## src/hdl/c2bs_pkg.sv

```systemverilog
// c2bs_pkg: shared constants, types and tables for the cartesian to bicycle state core
// no dependencies
`default_nettype none
package c2bs_pkg;

  localparam int CordicStages = 16;
  localparam int TabLen = 24;
  localparam int NStages = (CordicStages < TabLen) ? CordicStages : TabLen;
  localparam int SqrtSteps = 17;
  localparam int DivSteps = 17;

  localparam logic signed [19:0] AngPi = 20'sd205887;
  localparam logic signed [19:0] AngPiHalf = 20'sd102944;
  localparam logic signed [32:0] CordicX0 = 33'sd652032874;

  function automatic logic signed [19:0] atan_val(input int i);
    logic signed [19:0] r;
    case (i)
      0: r = 20'sd51472;
      1: r = 20'sd30385;
      2: r = 20'sd16055;
      3: r = 20'sd8150;
      4: r = 20'sd4091;
      5: r = 20'sd2047;
      6: r = 20'sd1024;
      7: r = 20'sd512;
      8: r = 20'sd256;
      9: r = 20'sd128;
      10: r = 20'sd64;
      11: r = 20'sd32;
      12: r = 20'sd16;
      13: r = 20'sd8;
      14: r = 20'sd4;
      15: r = 20'sd2;
      16: r = 20'sd1;
      default: r = 20'sd0;
    endcase
    return r;
  endfunction

  typedef struct packed {
    logic signed [31:0] pos_x;
    logic signed [31:0] pos_y;
    logic signed [15:0] heading;
    logic        [31:0] stamp;
  } pass_t;

endpackage
`default_nettype wire

```

## src/hdl/c2bs_cordic.sv

```systemverilog
// c2bs_cordic: pipelined rotation cordic, one stage per used atan table entry
// depends on c2bs_pkg
`default_nettype none
module c2bs_cordic (
  input  wire                      clk,
  input  wire                      en,
  input  wire signed [15:0]        heading,
  output logic signed [32:0]       cos_o,
  output logic signed [32:0]       sin_o
);
  import c2bs_pkg::*;

  logic signed [32:0] x_r [NStages+1];
  logic signed [32:0] y_r [NStages+1];
  logic signed [19:0] z_r [NStages+1];
  logic               neg_r [NStages+1];
  logic signed [19:0] ang;

  assign ang = 20'(heading) <<< 3;

  always_ff @(posedge clk) begin
    if (en) begin
      x_r[0] <= CordicX0;
      y_r[0] <= '0;
      neg_r[0] <= (ang > AngPiHalf) || (ang < -AngPiHalf);
      if (ang > AngPiHalf) z_r[0] <= ang - AngPi;
      else if (ang < -AngPiHalf) z_r[0] <= ang + AngPi;
      else z_r[0] <= ang;
    end
  end

  for (genvar i = 0; i < NStages; i++) begin : g_stage
    always_ff @(posedge clk) begin
      if (en) begin
        neg_r[i+1] <= neg_r[i];
        if (z_r[i] >= 0) begin
          x_r[i+1] <= x_r[i] - (y_r[i] >>> i);
          y_r[i+1] <= y_r[i] + (x_r[i] >>> i);
          z_r[i+1] <= z_r[i] - atan_val(i);
        end else begin
          x_r[i+1] <= x_r[i] + (y_r[i] >>> i);
          y_r[i+1] <= y_r[i] - (x_r[i] >>> i);
          z_r[i+1] <= z_r[i] + atan_val(i);
        end
      end
    end
  end

  assign cos_o = neg_r[NStages] ? -x_r[NStages] : x_r[NStages];
  assign sin_o = neg_r[NStages] ? -y_r[NStages] : y_r[NStages];
endmodule
`default_nettype wire

```

## config.mk

```make
export PLATFORM = sky130hd
export DESIGN_NAME = c2bs_cordic
export DESIGN_NICKNAME = d
export VERILOG_FILES = /design/src/hdl/c2bs_pkg.sv /design/src/hdl/c2bs_cordic.sv
export SDC_FILE = /design/constraint.sdc
export NUM_CORES = 2
export LEC_CHECK = 0
export BUFFER_PORTS_ARGS = -buffer_cell sky130_fd_sc_hd__buf_2
export CAP_MARGIN = 20
export CORE_UTILIZATION = 40
export DETAILED_ROUTE_END_ITERATION = 8
export SLEW_MARGIN = 10
export SYNTH_ARGS = -nofsm -noshare
export SYNTH_HDL_FRONTEND = slang
export SYNTH_SLANG_ARGS = --single-unit
```

## constraint.sdc

```tcl
create_clock -name clk -period 4.8 [get_ports clk]
set_clock_uncertainty 0.05 [all_clocks]
set_input_delay 0.48 -clock clk [delete_from_list [all_inputs] [get_ports clk]]
set_output_delay 0.48 -clock clk [all_outputs]
set_load 0.01 [all_outputs]
```

==> results by group <==
Outcome
  • Status: finished with violations
  • Failing checks: setup timing

Critical path
  • R2R setup slack: -10 ps
  • Worst Setup End Kind: output pin
  • CP Class: flop to output pin
  • Arrival time at the worst endpoint: approximately 4800 ps
  • Critical path launch point type: flop
  • WP data required: about 4300 ps
  • Critical path fanouts, max: 3

Timing
  • Crit path time final: 5316 ps
  • Fin. max-slew vios: 0
  • Rel. slew slack: 35.13%
  • Endpoints failing hold: 0
  • Final WS setup: -515.7 ps
  • RSZ-0062 raised after global routing: yes
  • Period Utilization, post-route: 110.7%
  • Worst-margin pin slew: between 900 and 1000 ps
  • Fmax: about 190 MHz
  • Setup violators final: 11

Clock network
  • Root buffer cell: clkbuf_16
  • CTS tree: yes
  • CTS buffer count: roughly 160
  • CTS max path bufs: 4
  • Worst-skew pair later-pin latency: 840 ps
  • Clk sinks: approximately 1300
  • Clock-pin slew on the worst setup and hold paths: 60 ps
  • H-tree levels: 4

Die
  • Initial core utilization: about two fifths
  • Core ar.: 262500 um^2
  • Die footprint: between 200000 and 300000 um^2
  • Die W: 516.0 um
  • Die height: around 520 um
  • I/O pin count: 84
  • Site Rows: between 150 and 200

GRT
  • Initial antenna violation count: 3
  • Met2 Use GR: around 39%
  • Pin count of the biggest net entering global routing: between 100 and 150
  • Busiest grt layer: met2
  • Global Route met3 Usage: 2.212%
  • Gr usage total: between 20% and 30%
  • First-pass GRT wire length: 464400 um
  • Vias in the first global route: about 86000
  • Met1 Usage GRT: between 20% and 30%
  • Grt total ovfl: 0

Detailed routing
  • Antenna Nets Post-Route: 0
  • Pre-antenna DRT Iters: 6
  • Final WL: ~300000 um
  • Vias per cell: roughly 5.5
  • DRC: 0
  • Initial DRC count: around 5700
  • Vias: 87751
  • Drt wl/cell: between 15 and 20 um

Logic synthesis
  • Register bit total from synthesis: 1264
  • Post-synthesis cell count: 11000
  • Mean Syn Cell Area: just under 10 um^2
  • Synthesized area: between 100000 and 150000 um^2
  • Register area share after synthesis: 35.91%
  • Yosys warns: 0
  • Main synth FF type: edfxtp_1
  • Post-synth net total: ~12000
  • Fraction of registers with async set/reset: 0%
  • Number of flops mapped to enable cells by yosys: 1264
  • Yosys cell types: 82

Placed design
  • Post-DP HPWL: ~240000 um
  • IO buf count: between 80 and 90
  • Post-DP Area: between 100000 and 150000 um^2
  • Final weighted congestion in routability-driven placement: roughly 0.96

Worst hold path
  • Worst hold-check path type: input port to flop

Finish
  • Design Area, Final: 125400 um^2
  • Ratio of cells with drive above 1 in the final layout: 14.84%
  • Syn-to-layout area delta: 18.63%
  • Final nets: between 10000 and 15000

Job
  • MaxCap Viol Count: 0
[synth_stat cells (19+ instances only)]
library cell	number	share of area, %
a211o_1	22	0.18
a211oi_1	117	0.83
a21boi_0	31	0.22
a21o_1	430	3.1
a21oi_1	1069	5.1
a31o_2	22	0.18
a31oi_1	95	0.56
a41oi_1	25	0.21
and2_1	59	0.35
and3_1	86	0.51
and4_1	19	0.16
buf_1	29	0.10
clkbuf_1	165	0.59
edfxtp_1	1264	36
fa_1	45	0.85
ha_1	1145	14
inv_1	510	1.8
mux2_2	36	0.38
mux2i_1	49	0.46
nand2_1	659	2.3
nand2b_1	187	1.1
nand3_1	184	0.87
nand3b_1	20	0.14
nand4_1	50	0.30
nor2_1	841	3.0
nor2b_1	146	0.86
nor3_1	229	1.1
nor3b_1	34	0.24
nor4_1	88	0.52
o211ai_1	63	0.45
o21a_1	175	1.2
o21ai_0	621	2.9
o21bai_1	149	1.1
o31a_1	44	0.36
o31ai_1	145	1.0
o41ai_1	65	0.54
or2_2	38	0.22
or3_1	83	0.49
or4_1	61	0.43
xnor2_1	1106	9.2
xor2_1	556	4.6
[cells by family after synthesis]
logic type	after synthesis	synth area share, %
buffers and inverters	713	2.539
AOI/OAI and AO/OA	3274	19.65
DFF	1264	35.91
muxes	85	0.8476
xor gates and xnor gates	1662	13.77
and+or+nand+nor	2812	12.87
adders and majority gates	1190	14.41
[layer usage]
layer,vias up,routed length [um]
met1,42286,129600
met3,454,12010
met5,-,0
li1,43188,-
met2,1823,145800
met4,0,9031
[repair_timing]
item | 4_1_cts | 5_1_grt
setup buffers | 6 | 43
pin swaps | 8 | 89
hold buffers | 16 | 0
gates cloned | 0 | 1
endpoints found under the setup margin | 39 | 160
resized for setup | 43 | 280
hold endpoints to repair | 24 | 0
[placed cells by master, fill, tap and decap left out, types with 175 or more instances in the layout]
cell,synthesis,layout
a21o_1,430,430
a21oi_1,1069,1048
buf_4,2,1139
edfxtp_1,1264,1264
ha_1,1145,1142
inv_1,510,506
nand2_1,659,651
nand2b_1,187,186
nand3_1,184,180
nor2_1,841,832
nor3_1,229,209
o21a_1,175,175
o21ai_0,621,579
xnor2_1,1106,1102
xor2_1,556,555
[registers in the layout, indices dropped and copies added, names as in the netlist]
name,count
x_r,470
y_r,496
z_r,281
neg_r,17
[area by class of cell]
cell class | count | area (um^2)
Antenna cell | 1 | 2.502
Clock buffer | 193 | 4255
Clock inverter | 93 | 903.4
Fill cell | 24542 | 137100
Inverter | 517 | 1944
Multi-Input combinational cell | 9023 | 66430
Sequential cell | 1264 | 37960
Tap cell | 3515 | 4398
Timing Repair Buffer | 1258 | 9502
[stage by stage]
| stage | util, % | hold WS (ps) | TNS, ps | std cells | setup WS, ps |
|---|---|---|---|---|---|
| 6_report | 47.77 | 156.9 | -3140 | 15864 | -515.7 |
| 5_1_grt | 47.77 | 134.1 | -5912 | 15864 | -640.2 |
| 4_1_cts | 47.18 | 66.94 | -4645 | 15820 | -569.5 |
| 3_5_place_dp | 45.06 | 354.5 | -3161 | 15512 | -363.6 |
| 3_3_place_gp | 45.06 | 351.1 | -3333 | 15512 | -376.5 |
| 2_1_floorplan | - | 350.3 | -99.92 | 11000 | -99.92 |
[critical path, cell delays in order (launching register included)]
cell,delay (ps)
edfxtp_1,440
or4_4,520
nor2_4,130
nand3_4,110
or4_4,440
or4_4,430
or4_4,440
or4_4,440
or4_4,480
o41ai_4,230
xnor2_1,150
buf_2,160
[path summary, 6_finish.rpt]
check                         from                    end  depth (start not counted)
max           x_r[16][8]$_DFFE_PP_              cos_o[29]                         11
min                     heading[4]    z_r[0][7]$_DFFE_PP_                          3
max reg2reg    x_r[4][8]$_DFFE_PP_   y_r[5][31]$_DFFE_PP_                         20
min reg2reg  neg_r[1][3]$_DFFE_PP_  neg_r[1][4]$_DFFE_PP_                          0
Power is left out: the tool's default activity adds up to more than one toggle a clock period on the data nets, which glitch-free logic cannot reach.
