File: config.mk
export PLATFORM = sky130hd
export DESIGN_NAME = c2bs_sqrt
export DESIGN_NICKNAME = d
export VERILOG_FILES = /design/src/hdl/c2bs_pkg.sv /design/src/hdl/c2bs_sqrt.sv
export SDC_FILE = /design/constraint.sdc
export NUM_CORES = 1
export LEC_CHECK = 0
export BUFFER_PORTS_ARGS = -buffer_cell sky130_fd_sc_hd__buf_2
export CAP_MARGIN = 20
export CORE_ASPECT_RATIO = 1.2
export CORE_UTILIZATION = 39
export CTS_CLUSTER_SIZE = 30
export DETAILED_ROUTE_END_ITERATION = 8
export PLACE_DENSITY = 0.56
export SYNTH_ARGS = -nofsm -noshare
export SYNTH_HDL_FRONTEND = slang
export SYNTH_SLANG_ARGS = --single-unit
File: constraint.sdc
create_clock -name clk -period 3.1 [get_ports clk]
set_clock_uncertainty 0.05 [all_clocks]
set_input_delay 0.31 -clock clk [delete_from_list [all_inputs] [get_ports clk]]
set_output_delay 0.31 -clock clk [all_outputs]
set_load 0.05 [all_outputs]
File: src/hdl/c2bs_pkg.sv
// c2bs_pkg: shared constants, types and tables for the cartesian to bicycle state core
// no dependencies
`default_nettype none
package c2bs_pkg;

  localparam int CordicStages = 16;
  localparam int TabLen = 24;
  localparam int NStages = (CordicStages < TabLen) ? CordicStages : TabLen;
  localparam int SqrtSteps = 17;
  localparam int DivSteps = 17;

  localparam logic signed [19:0] AngPi = 20'sd205887;
  localparam logic signed [19:0] AngPiHalf = 20'sd102944;
  localparam logic signed [32:0] CordicX0 = 33'sd652032874;

  function automatic logic signed [19:0] atan_val(input int i);
    logic signed [19:0] r;
    case (i)
      0: r = 20'sd51472;
      1: r = 20'sd30385;
      2: r = 20'sd16055;
      3: r = 20'sd8150;
      4: r = 20'sd4091;
      5: r = 20'sd2047;
      6: r = 20'sd1024;
      7: r = 20'sd512;
      8: r = 20'sd256;
      9: r = 20'sd128;
      10: r = 20'sd64;
      11: r = 20'sd32;
      12: r = 20'sd16;
      13: r = 20'sd8;
      14: r = 20'sd4;
      15: r = 20'sd2;
      16: r = 20'sd1;
      default: r = 20'sd0;
    endcase
    return r;
  endfunction

  typedef struct packed {
    logic signed [31:0] pos_x;
    logic signed [31:0] pos_y;
    logic signed [15:0] heading;
    logic        [31:0] stamp;
  } pass_t;

endpackage
`default_nettype wire

File: src/hdl/c2bs_sqrt.sv
// c2bs_sqrt: pipelined rounded integer square root, one result bit per stage
// depends on c2bs_pkg
`default_nettype none
module c2bs_sqrt (
  input  wire         clk,
  input  wire         en,
  input  wire  [31:0] sumsq,
  output logic [16:0] root,
  output logic [31:0] sumsq_o
);
  import c2bs_pkg::*;

  logic [31:0] rem_r [SqrtSteps];
  logic [15:0] q_r   [SqrtSteps];
  logic [31:0] s_r   [SqrtSteps];

  always_ff @(posedge clk) begin
    if (en) begin
      rem_r[0] <= '0;
      q_r[0] <= '0;
      s_r[0] <= sumsq;
    end
  end

  // restoring root; q holds the partial root, rem the remainder of the leading bits
  for (genvar i = 0; i < SqrtSteps - 1; i++) begin : g_step
    logic [33:0] part;
    logic [33:0] trial;
    assign part = {rem_r[i], s_r[i][31-2*i -: 2]};
    assign trial = {16'b0, q_r[i], 2'b01};
    always_ff @(posedge clk) begin
      if (en) begin
        if (part >= trial) begin
          rem_r[i+1] <= 32'(part - trial);
          q_r[i+1] <= {q_r[i][14:0], 1'b1};
        end else begin
          rem_r[i+1] <= part[31:0];
          q_r[i+1] <= {q_r[i][14:0], 1'b0};
        end
        s_r[i+1] <= s_r[i];
      end
    end
  end

  // round to nearest: a remainder above the floor root adds one
  assign root = (rem_r[SqrtSteps-1] > 32'(q_r[SqrtSteps-1])) ?
                17'(q_r[SqrtSteps-1]) + 17'd1 : 17'(q_r[SqrtSteps-1]);
  assign sumsq_o = s_r[SqrtSteps-1];
endmodule
`default_nettype wire

==> results of run 1 <==
## sequential cells by signal (all words and copies together) (netlist names)
name	count
s_r	544
rem_r	468
q_r	136
## timing repair
item	4_1_cts	5_1_grt
endpoints found under the setup margin	85	150
resized for setup	73	122
setup buffers	9	18
hold buffers	32	0
endpoints found under the hold margin	32	0
pin swaps	8	23
cloned	2	1
## how the worst max path moves through the flow
stage | start | end | cells after the start
2_1_floorplan | rem_r[5][8] | rem_r[6][28] | 9
3_3_place_gp | rem_r[13][6] | rem_r[14][29] | 10
3_5_place_dp | rem_r[13][6] | rem_r[14][29] | 10
4_1_cts | q_r[16][10] | root[8] | 11
5_1_grt | q_r[16][8] | root[8] | 11
6_report | rem_r[16][8] | root[8] | 10
## worst register-to-register path, cell delays in order, from the launching register on
cell and delay (ps):
edfxtp_1 380, or4_4 540, or4b_4 500, or4_4 470, nor4b_4 300, nand4b_1 180, buf_6 190, nand4_1 130
buf_6 160, nor3_2 50, xor2_1 130
## power groups by stage
stage                     combinational [uW]  clock (uW)  sequential (uW)
after floorplan                         2750           0            19600
after global placement                  4490           0            19700
after detailed placement                4540           0            19800
after CTS                               4670       15100            19500
after global routing                    5290       15700            19600
final                                   4760       14600            19500
## layout make-up
class,instances,share of cell area (%)
sequential,1148,56.5
clock inverter,81,1.70
multi-input combinational,2086,24.8
tap,1667,3.42
timing repair buffer,567,7.28
antenna,1,0.00410
clock buffer,142,5.04
inverter,215,1.32
## metrics by stage
step	power [uW]	cell area, um2	utilization (%)	instances
6_report	38800	61000	48.2	5907
5_1_grt	40600	61000	48.2	5906
4_1_cts	39300	60300	47.6	5890
3_5_place_dp	24300	55500	43.8	5624
3_3_place_gp	24200	55500	43.8	5624
2_1_floorplan	22400	49900	-	3514
## layer usage
layer  vias up  part of all wire [%]  global-route usage [%]
li1      14300                     -                       -
met1     13800                    32                    11.8
met2       392                    60                    30.8
met3       260                   2.7                    2.29
met4         0                   5.1                    7.87
met5         -                     0                       0
## cells in the mapped netlist, types with 14 or more instances
| library cell | number |
|---|---|
| nor4_1 | 67 |
| o21ai_0 | 106 |
| and2_1 | 19 |
| edfxtp_1 | 1147 |
| nand2_1 | 213 |
| inv_1 | 214 |
| nand3b_1 | 15 |
| xnor2_1 | 204 |
| or2_2 | 17 |
| and3_1 | 21 |
| nand4b_1 | 14 |
| a211oi_1 | 15 |
| nor2b_1 | 28 |
| o21a_1 | 35 |
| nor3_1 | 115 |
| a21o_1 | 48 |
| nand2b_1 | 57 |
| nor2_1 | 251 |
| or3_1 | 54 |
| nand4_1 | 27 |
| mux2_2 | 22 |
| clkbuf_1 | 55 |
| a21oi_1 | 137 |
| xor2_1 | 190 |
| o31ai_1 | 17 |
| ha_1 | 174 |
| nand3_1 | 56 |
| or4_1 | 31 |
## logic make-up (layout without fill, tap and decap cells)
kind of cell | count (synthesis) | in the layout | share of synthesized area, %
xor+xnor | 394 | 394 | 6.94
compound gates | 449 | 449 | 5.72
other cells | 0 | 1 | 0
simple gates | 1041 | 1041 | 10.9
fa+ha+maj | 174 | 174 | 4.38
mux | 28 | 28 | 0.619
buf+inv | 280 | 1005 | 2.16
flops | 1148 | 1148 | 69.3
==> results.json, run 1 <==
{
  "status": "finished with violations",
  "violations": "negative setup slack",
  "switchingPower_uw": 9250,
  "drc": 0,
  "combinationalPowerShare_pct": 12.2,
  "antenna_left": 0,
  "min_period_ps": 3680,
  "gr-total-overflow": 0,
  "arrival_ps": 3320,
  "fill_cells": 11000,
  "synthToLayoutAreaGrowth_pct": 22.7,
  "r2r-end": "rem_r[9][23]",
  "finalSetupViolCount": 35,
  "clk-insertion-delay-late_ps": 760,
  "setup.worst_path.start_class": "flip-flop",
  "tritoncts": "built",
  "path_cells": "ha_4 > nand4_1 > or2_4 > o22ai_2 > a2111oi_4 > o21a_1 > buf_12 > or3_4 > xnor2_2 > buf_6",
  "ys_ff_latch": 1148,
  "pin_count": 83,
  "cts-root-buf": "clkbuf_16",
  "hp-class": "input port to flip-flop",
  "syn_inst": 3514,
  "core_um2": 126000,
  "max-slew-margin-rel_pct": 30.9,
  "clockBufferDepth": 3,
  "synth_edf_count": 1147,
  "final_common_cell": "edfxtp_1",
  "power_frac_clock_pct": 37.6,
  "max_cap_viol_count": 0,
  "htreeDepth": 3,
  "postSynthAreaPerCell_um2": 14.2,
  "period_share_pct": 119,
  "r2r_setup_slack_ps": -160,
  "setup_slack_ps": -584,
  "ys.flop_type": "edfxtp_1",
  "drv_slew": 0,
  "nets": 4344,
  "fp-row-count": 143,
  "fmax_ghz": 0.271,
  "cts.sinks": 1148,
  "pre_cts_ws_ps": -213,
  "synthTopCellsByArea": "edfxtp_1, ha_1, xnor2_1",
  "place_congestion": 0.889,
  "irDropWorstVdd_mv": 0.539,
  "seqCellArea_um2": 34500,
  "post-dp-hpwl_um": 65700,
  "timing.hold.ws_ps": 104,
  "die_width_um": 328,
  "hp-start": "en",
  "rsz0062_at_grt": "true",
  "r2r_cells": 10,
  "grt_use_total_pct": 14.3,
  "cpLargestDelayFamily": "simple AND/OR/NAND/NOR gates",
  "ys_warn_count": 0,
  "drt-pass1-iter-count": 5,
  "worstPathRequired_ps": 2740,
  "dieArea_um2": 129000,
  "portBuffers": 82,
  "crit_path_top_delay_cell": "edfxtp_1",
  "die_h_um": 393,
  "endpoint_kind": "output port",
  "p_int_uw": 29600,
  "synth_area_um2": 49700,
  "drive_above_1_share_pct": 21.7,
  "power_density_nw_per_um2": 636,
  "crit_buf_inv": 2,
  "path_clk_slew_ps": 60,
  "hold_viol_final": 0,
  "crit_type": "flip-flop to output port",
  "start_util_pct": 39.3,
  "synth_nets": 3722,
  "cp_slowest_stage_delay_ps": 420,
  "cts_buffers": 118,
  "switching_share_pct": 23.8,
  "multi_input_area_um2": 15100,
  "synth.largest_area_cell": "edfxtp_1",
  "whs_path_depth": 3,
  "p_leak_uw": 0.0230,
  "yosysUniqueCellTypes": 84,
  "cp_max_fo": 14,
  "r2r-start": "rem_r[8][22]",
  "wl_per_cell_um": 15.7,
  "antenna_found_initial": 0,
  "synthArstFlopShare_pct": 0,
  "grt_max_degree": 183,
  "wirelength_um": 92800,
  "seq_power_share_pct": 50.1,
  "num_vias": 28800,
  "viasPerCell": 4.87,
  "worstHoldEndpoint": "rem_r[3][19]",
  "synth_top_area_share_pct": 69.3,
  "synth-seq-area-share_pct": 69.3,
  "tns_ps": -10260,
  "first_global_vias": 29700,
  "final_cell_mix": "edfxtp_1, buf_4, nor2_1, inv_1, nand2_1",
  "tightest_slew_ps": 1040,
  "grt_pass1_wl_um": 145000,
  "initialDrtViolationCount": 1208
}
Power figures use the tool's default switching activity.
==> run 2, diff against run 1 <==
- CORE_UTILIZATION: 39 -> 57
- PLACE_DENSITY: 0.56 -> 0.76
==> run 2 against run 1 <==
  * The run still ends with negative setup slack left
  * Non-clock buffer count grew 11
  * Largest cell class unchanged
  * Fmax hardly changed
  * Setup slack better by 1.6 ps
  * Register-to-register slack got worse by 40 ps
  * Die area decreased by 31%
  * Critical path type unchanged
  * Total power down 1.7%
==> results.json, run 2 (synthesized netlist as in run 1, its figures left out) <==
{
  "status": "finished with violations",
  "violations": "negative setup slack",
  "largest_registers": "s_r (544), rem_r (468), q_r (136)",
  "r2r_setup_slack_ps": -200,
  "drive_above_1_share_pct": 22.4,
  "final_common_cell": "edfxtp_1",
  "rsz0062_at_grt": "true",
  "placed_cell_area_um2": 54700,
  "setup_slack_ps": -582,
  "period_share_pct": 119,
  "clockBufferDepth": 3,
  "irDropWorstVdd_mv": 0.562,
  "p_total_uw": 38200,
  "crit_path_top_delay_cell": "edfxtp_1",
  "hp-class": "input port to flip-flop",
  "hold_viol_final": 0,
  "nets": 4347,
  "drt-pass1-iter-count": 5,
  "tritoncts": "built",
  "wl_per_cell_um": 18.3,
  "cpLargestDelayFamily": "simple AND/OR/NAND/NOR gates",
  "num_vias": 29400,
  "top_register": "s_r",
  "whs_path_depth": 3,
  "largest_register_ffs": 544,
  "endpoint_kind": "output port",
  "path_cells": "ha_4 > nand4_1 > or2_4 > a211oi_4 > a2111oi_4 > o21a_1 > buf_12 > or3_4 > xnor2_2 > buf_6",
  "grt_pass1_wl_um": 154000,
  "die_width_um": 272,
  "fin_area_um2": 60300,
  "fmax_ghz": 0.272,
  "viasPerCell": 5.48,
  "fill_cells": 5599,
  "drc": 0,
  "grt_use_total_pct": 22.3,
  "cts_buffers": 110,
  "setup.worst_path.start_class": "flip-flop",
  "cts-root-buf": "clkbuf_16",
  "drv_slew": 0,
  "dieArea_um2": 88400,
  "synthToLayoutAreaGrowth_pct": 21.3,
  "arrival_ps": 3320,
  "n_antenna_cell": 0,
  "cp_slowest_stage_delay_ps": 420,
  "pin_count": 83,
  "max_cap_viol_count": 0,
  "crit_type": "flip-flop to output port",
  "max-slew-margin-rel_pct": 34.3,
  "first_global_vias": 30900,
  "cp_num_cells": 10,
  "power_density_nw_per_um2": 633,
  "crit_buf_inv": 2,
  "wirelength_um": 98500,
  "htreeDepth": 3,
  "tightest_slew_ps": 985,
  "start_util_pct": 57.6,
  "seqCellArea_um2": 34500,
  "path_clk_slew_ps": 60,
  "r2r_cells": 10,
  "worstPathRequired_ps": 2740,
  "core_um2": 86400,
  "cp_max_fo": 14,
  "tns_ps": -10340,
  "finalSetupViolCount": 37,
  "min_period_ps": 3680,
  "clk-insertion-delay-late_ps": 710,
  "fp-row-count": 118,
  "initialDrtViolationCount": 1737,
  "portBuffers": 82,
  "post-dp-hpwl_um": 68000,
  "grt_max_degree": 133,
  "p_leak_uw": 0.0229,
  "multi_input_area_um2": 15400,
  "final_cell_mix": "edfxtp_1, buf_4, nor2_1, inv_1, nand2_1",
  "gr-total-overflow": 0,
  "timing.hold.ws_ps": 127,
  "antenna_left": 0,
  "cts.sinks": 1148,
  "antenna_found_initial": 0,
  "place_congestion": 0.906,
  "die_h_um": 326
}
==> run 2: cell types whose count changed in the layout (fill, tap and decap cells not counted), sizes merged <==
cell / before / now
clkbuf: 143 / 122
bufinv: 18 / 15
clkinv: 53 / 61
diode: 1 / 0
clkinvlp: 8 / 5
buf: 534 / 545
inv: 217 / 218
==> run 2: per-stage QoR <==
stage               cells  utilization, %  setup WS, ps
global placement     5090            63.4          -225
global route         5372            69.9          -652
finish               5372            69.9          -582
CTS                  5339            68.7          -551
detailed placement   5090            63.4          -233
floorplan            3514               -         -42.5
==> run 2: worst min-delay path: stages <==
cell and delay [ps]:
buf_8 110, buf_12 130, buf_4 180
==> run 2: timing repair <==
action                     4_1_cts  5_1_grt
resized for setup              116      137
pin swaps                       12       27
cloned                           1        1
hold buffers                    32        0
setup buffers                   11       31
setup endpoints to repair      122      211
hold endpoints to repair        32        0
==> run 2: worst paths after layout <==
kind | from | endpoint
worst max-delay path | rem_r[16][11] | root[8]
worst min-delay path | en | rem_r[5][18]
worst max register to register | rem_r[8][22] | rem_r[9][23]
worst min register to register | s_r[0][3] | s_r[1][3]
==> run 2: where the power goes <==
| part | switching (uW) | internal [uW] |
|---|---|---|
| registers | 781 | 18700 |
| logic | 2720 | 2320 |
| clock network | 5810 | 7810 |
==> run 2: cell type report <==
class	instances	share of cell area, %
timing repair buffer	578	7.55
clock inverter	84	1.55
multi-input combinational	2086	25.5
sequential	1148	57.1
tap	1140	2.36
clock buffer	121	4.63
inverter	215	1.34
==> run 2: layer usage <==
layer / routed length, um / GRT usage [%] / up-vias
met1: 30500 / 18.7 / 14300
met2: 59500 / 47.2 / 575
met3: 2520 / 2.55 / 286
li1: - / - / 14300
met4: 6030 / 13.7 / 0
met5: 0 / 0 / -
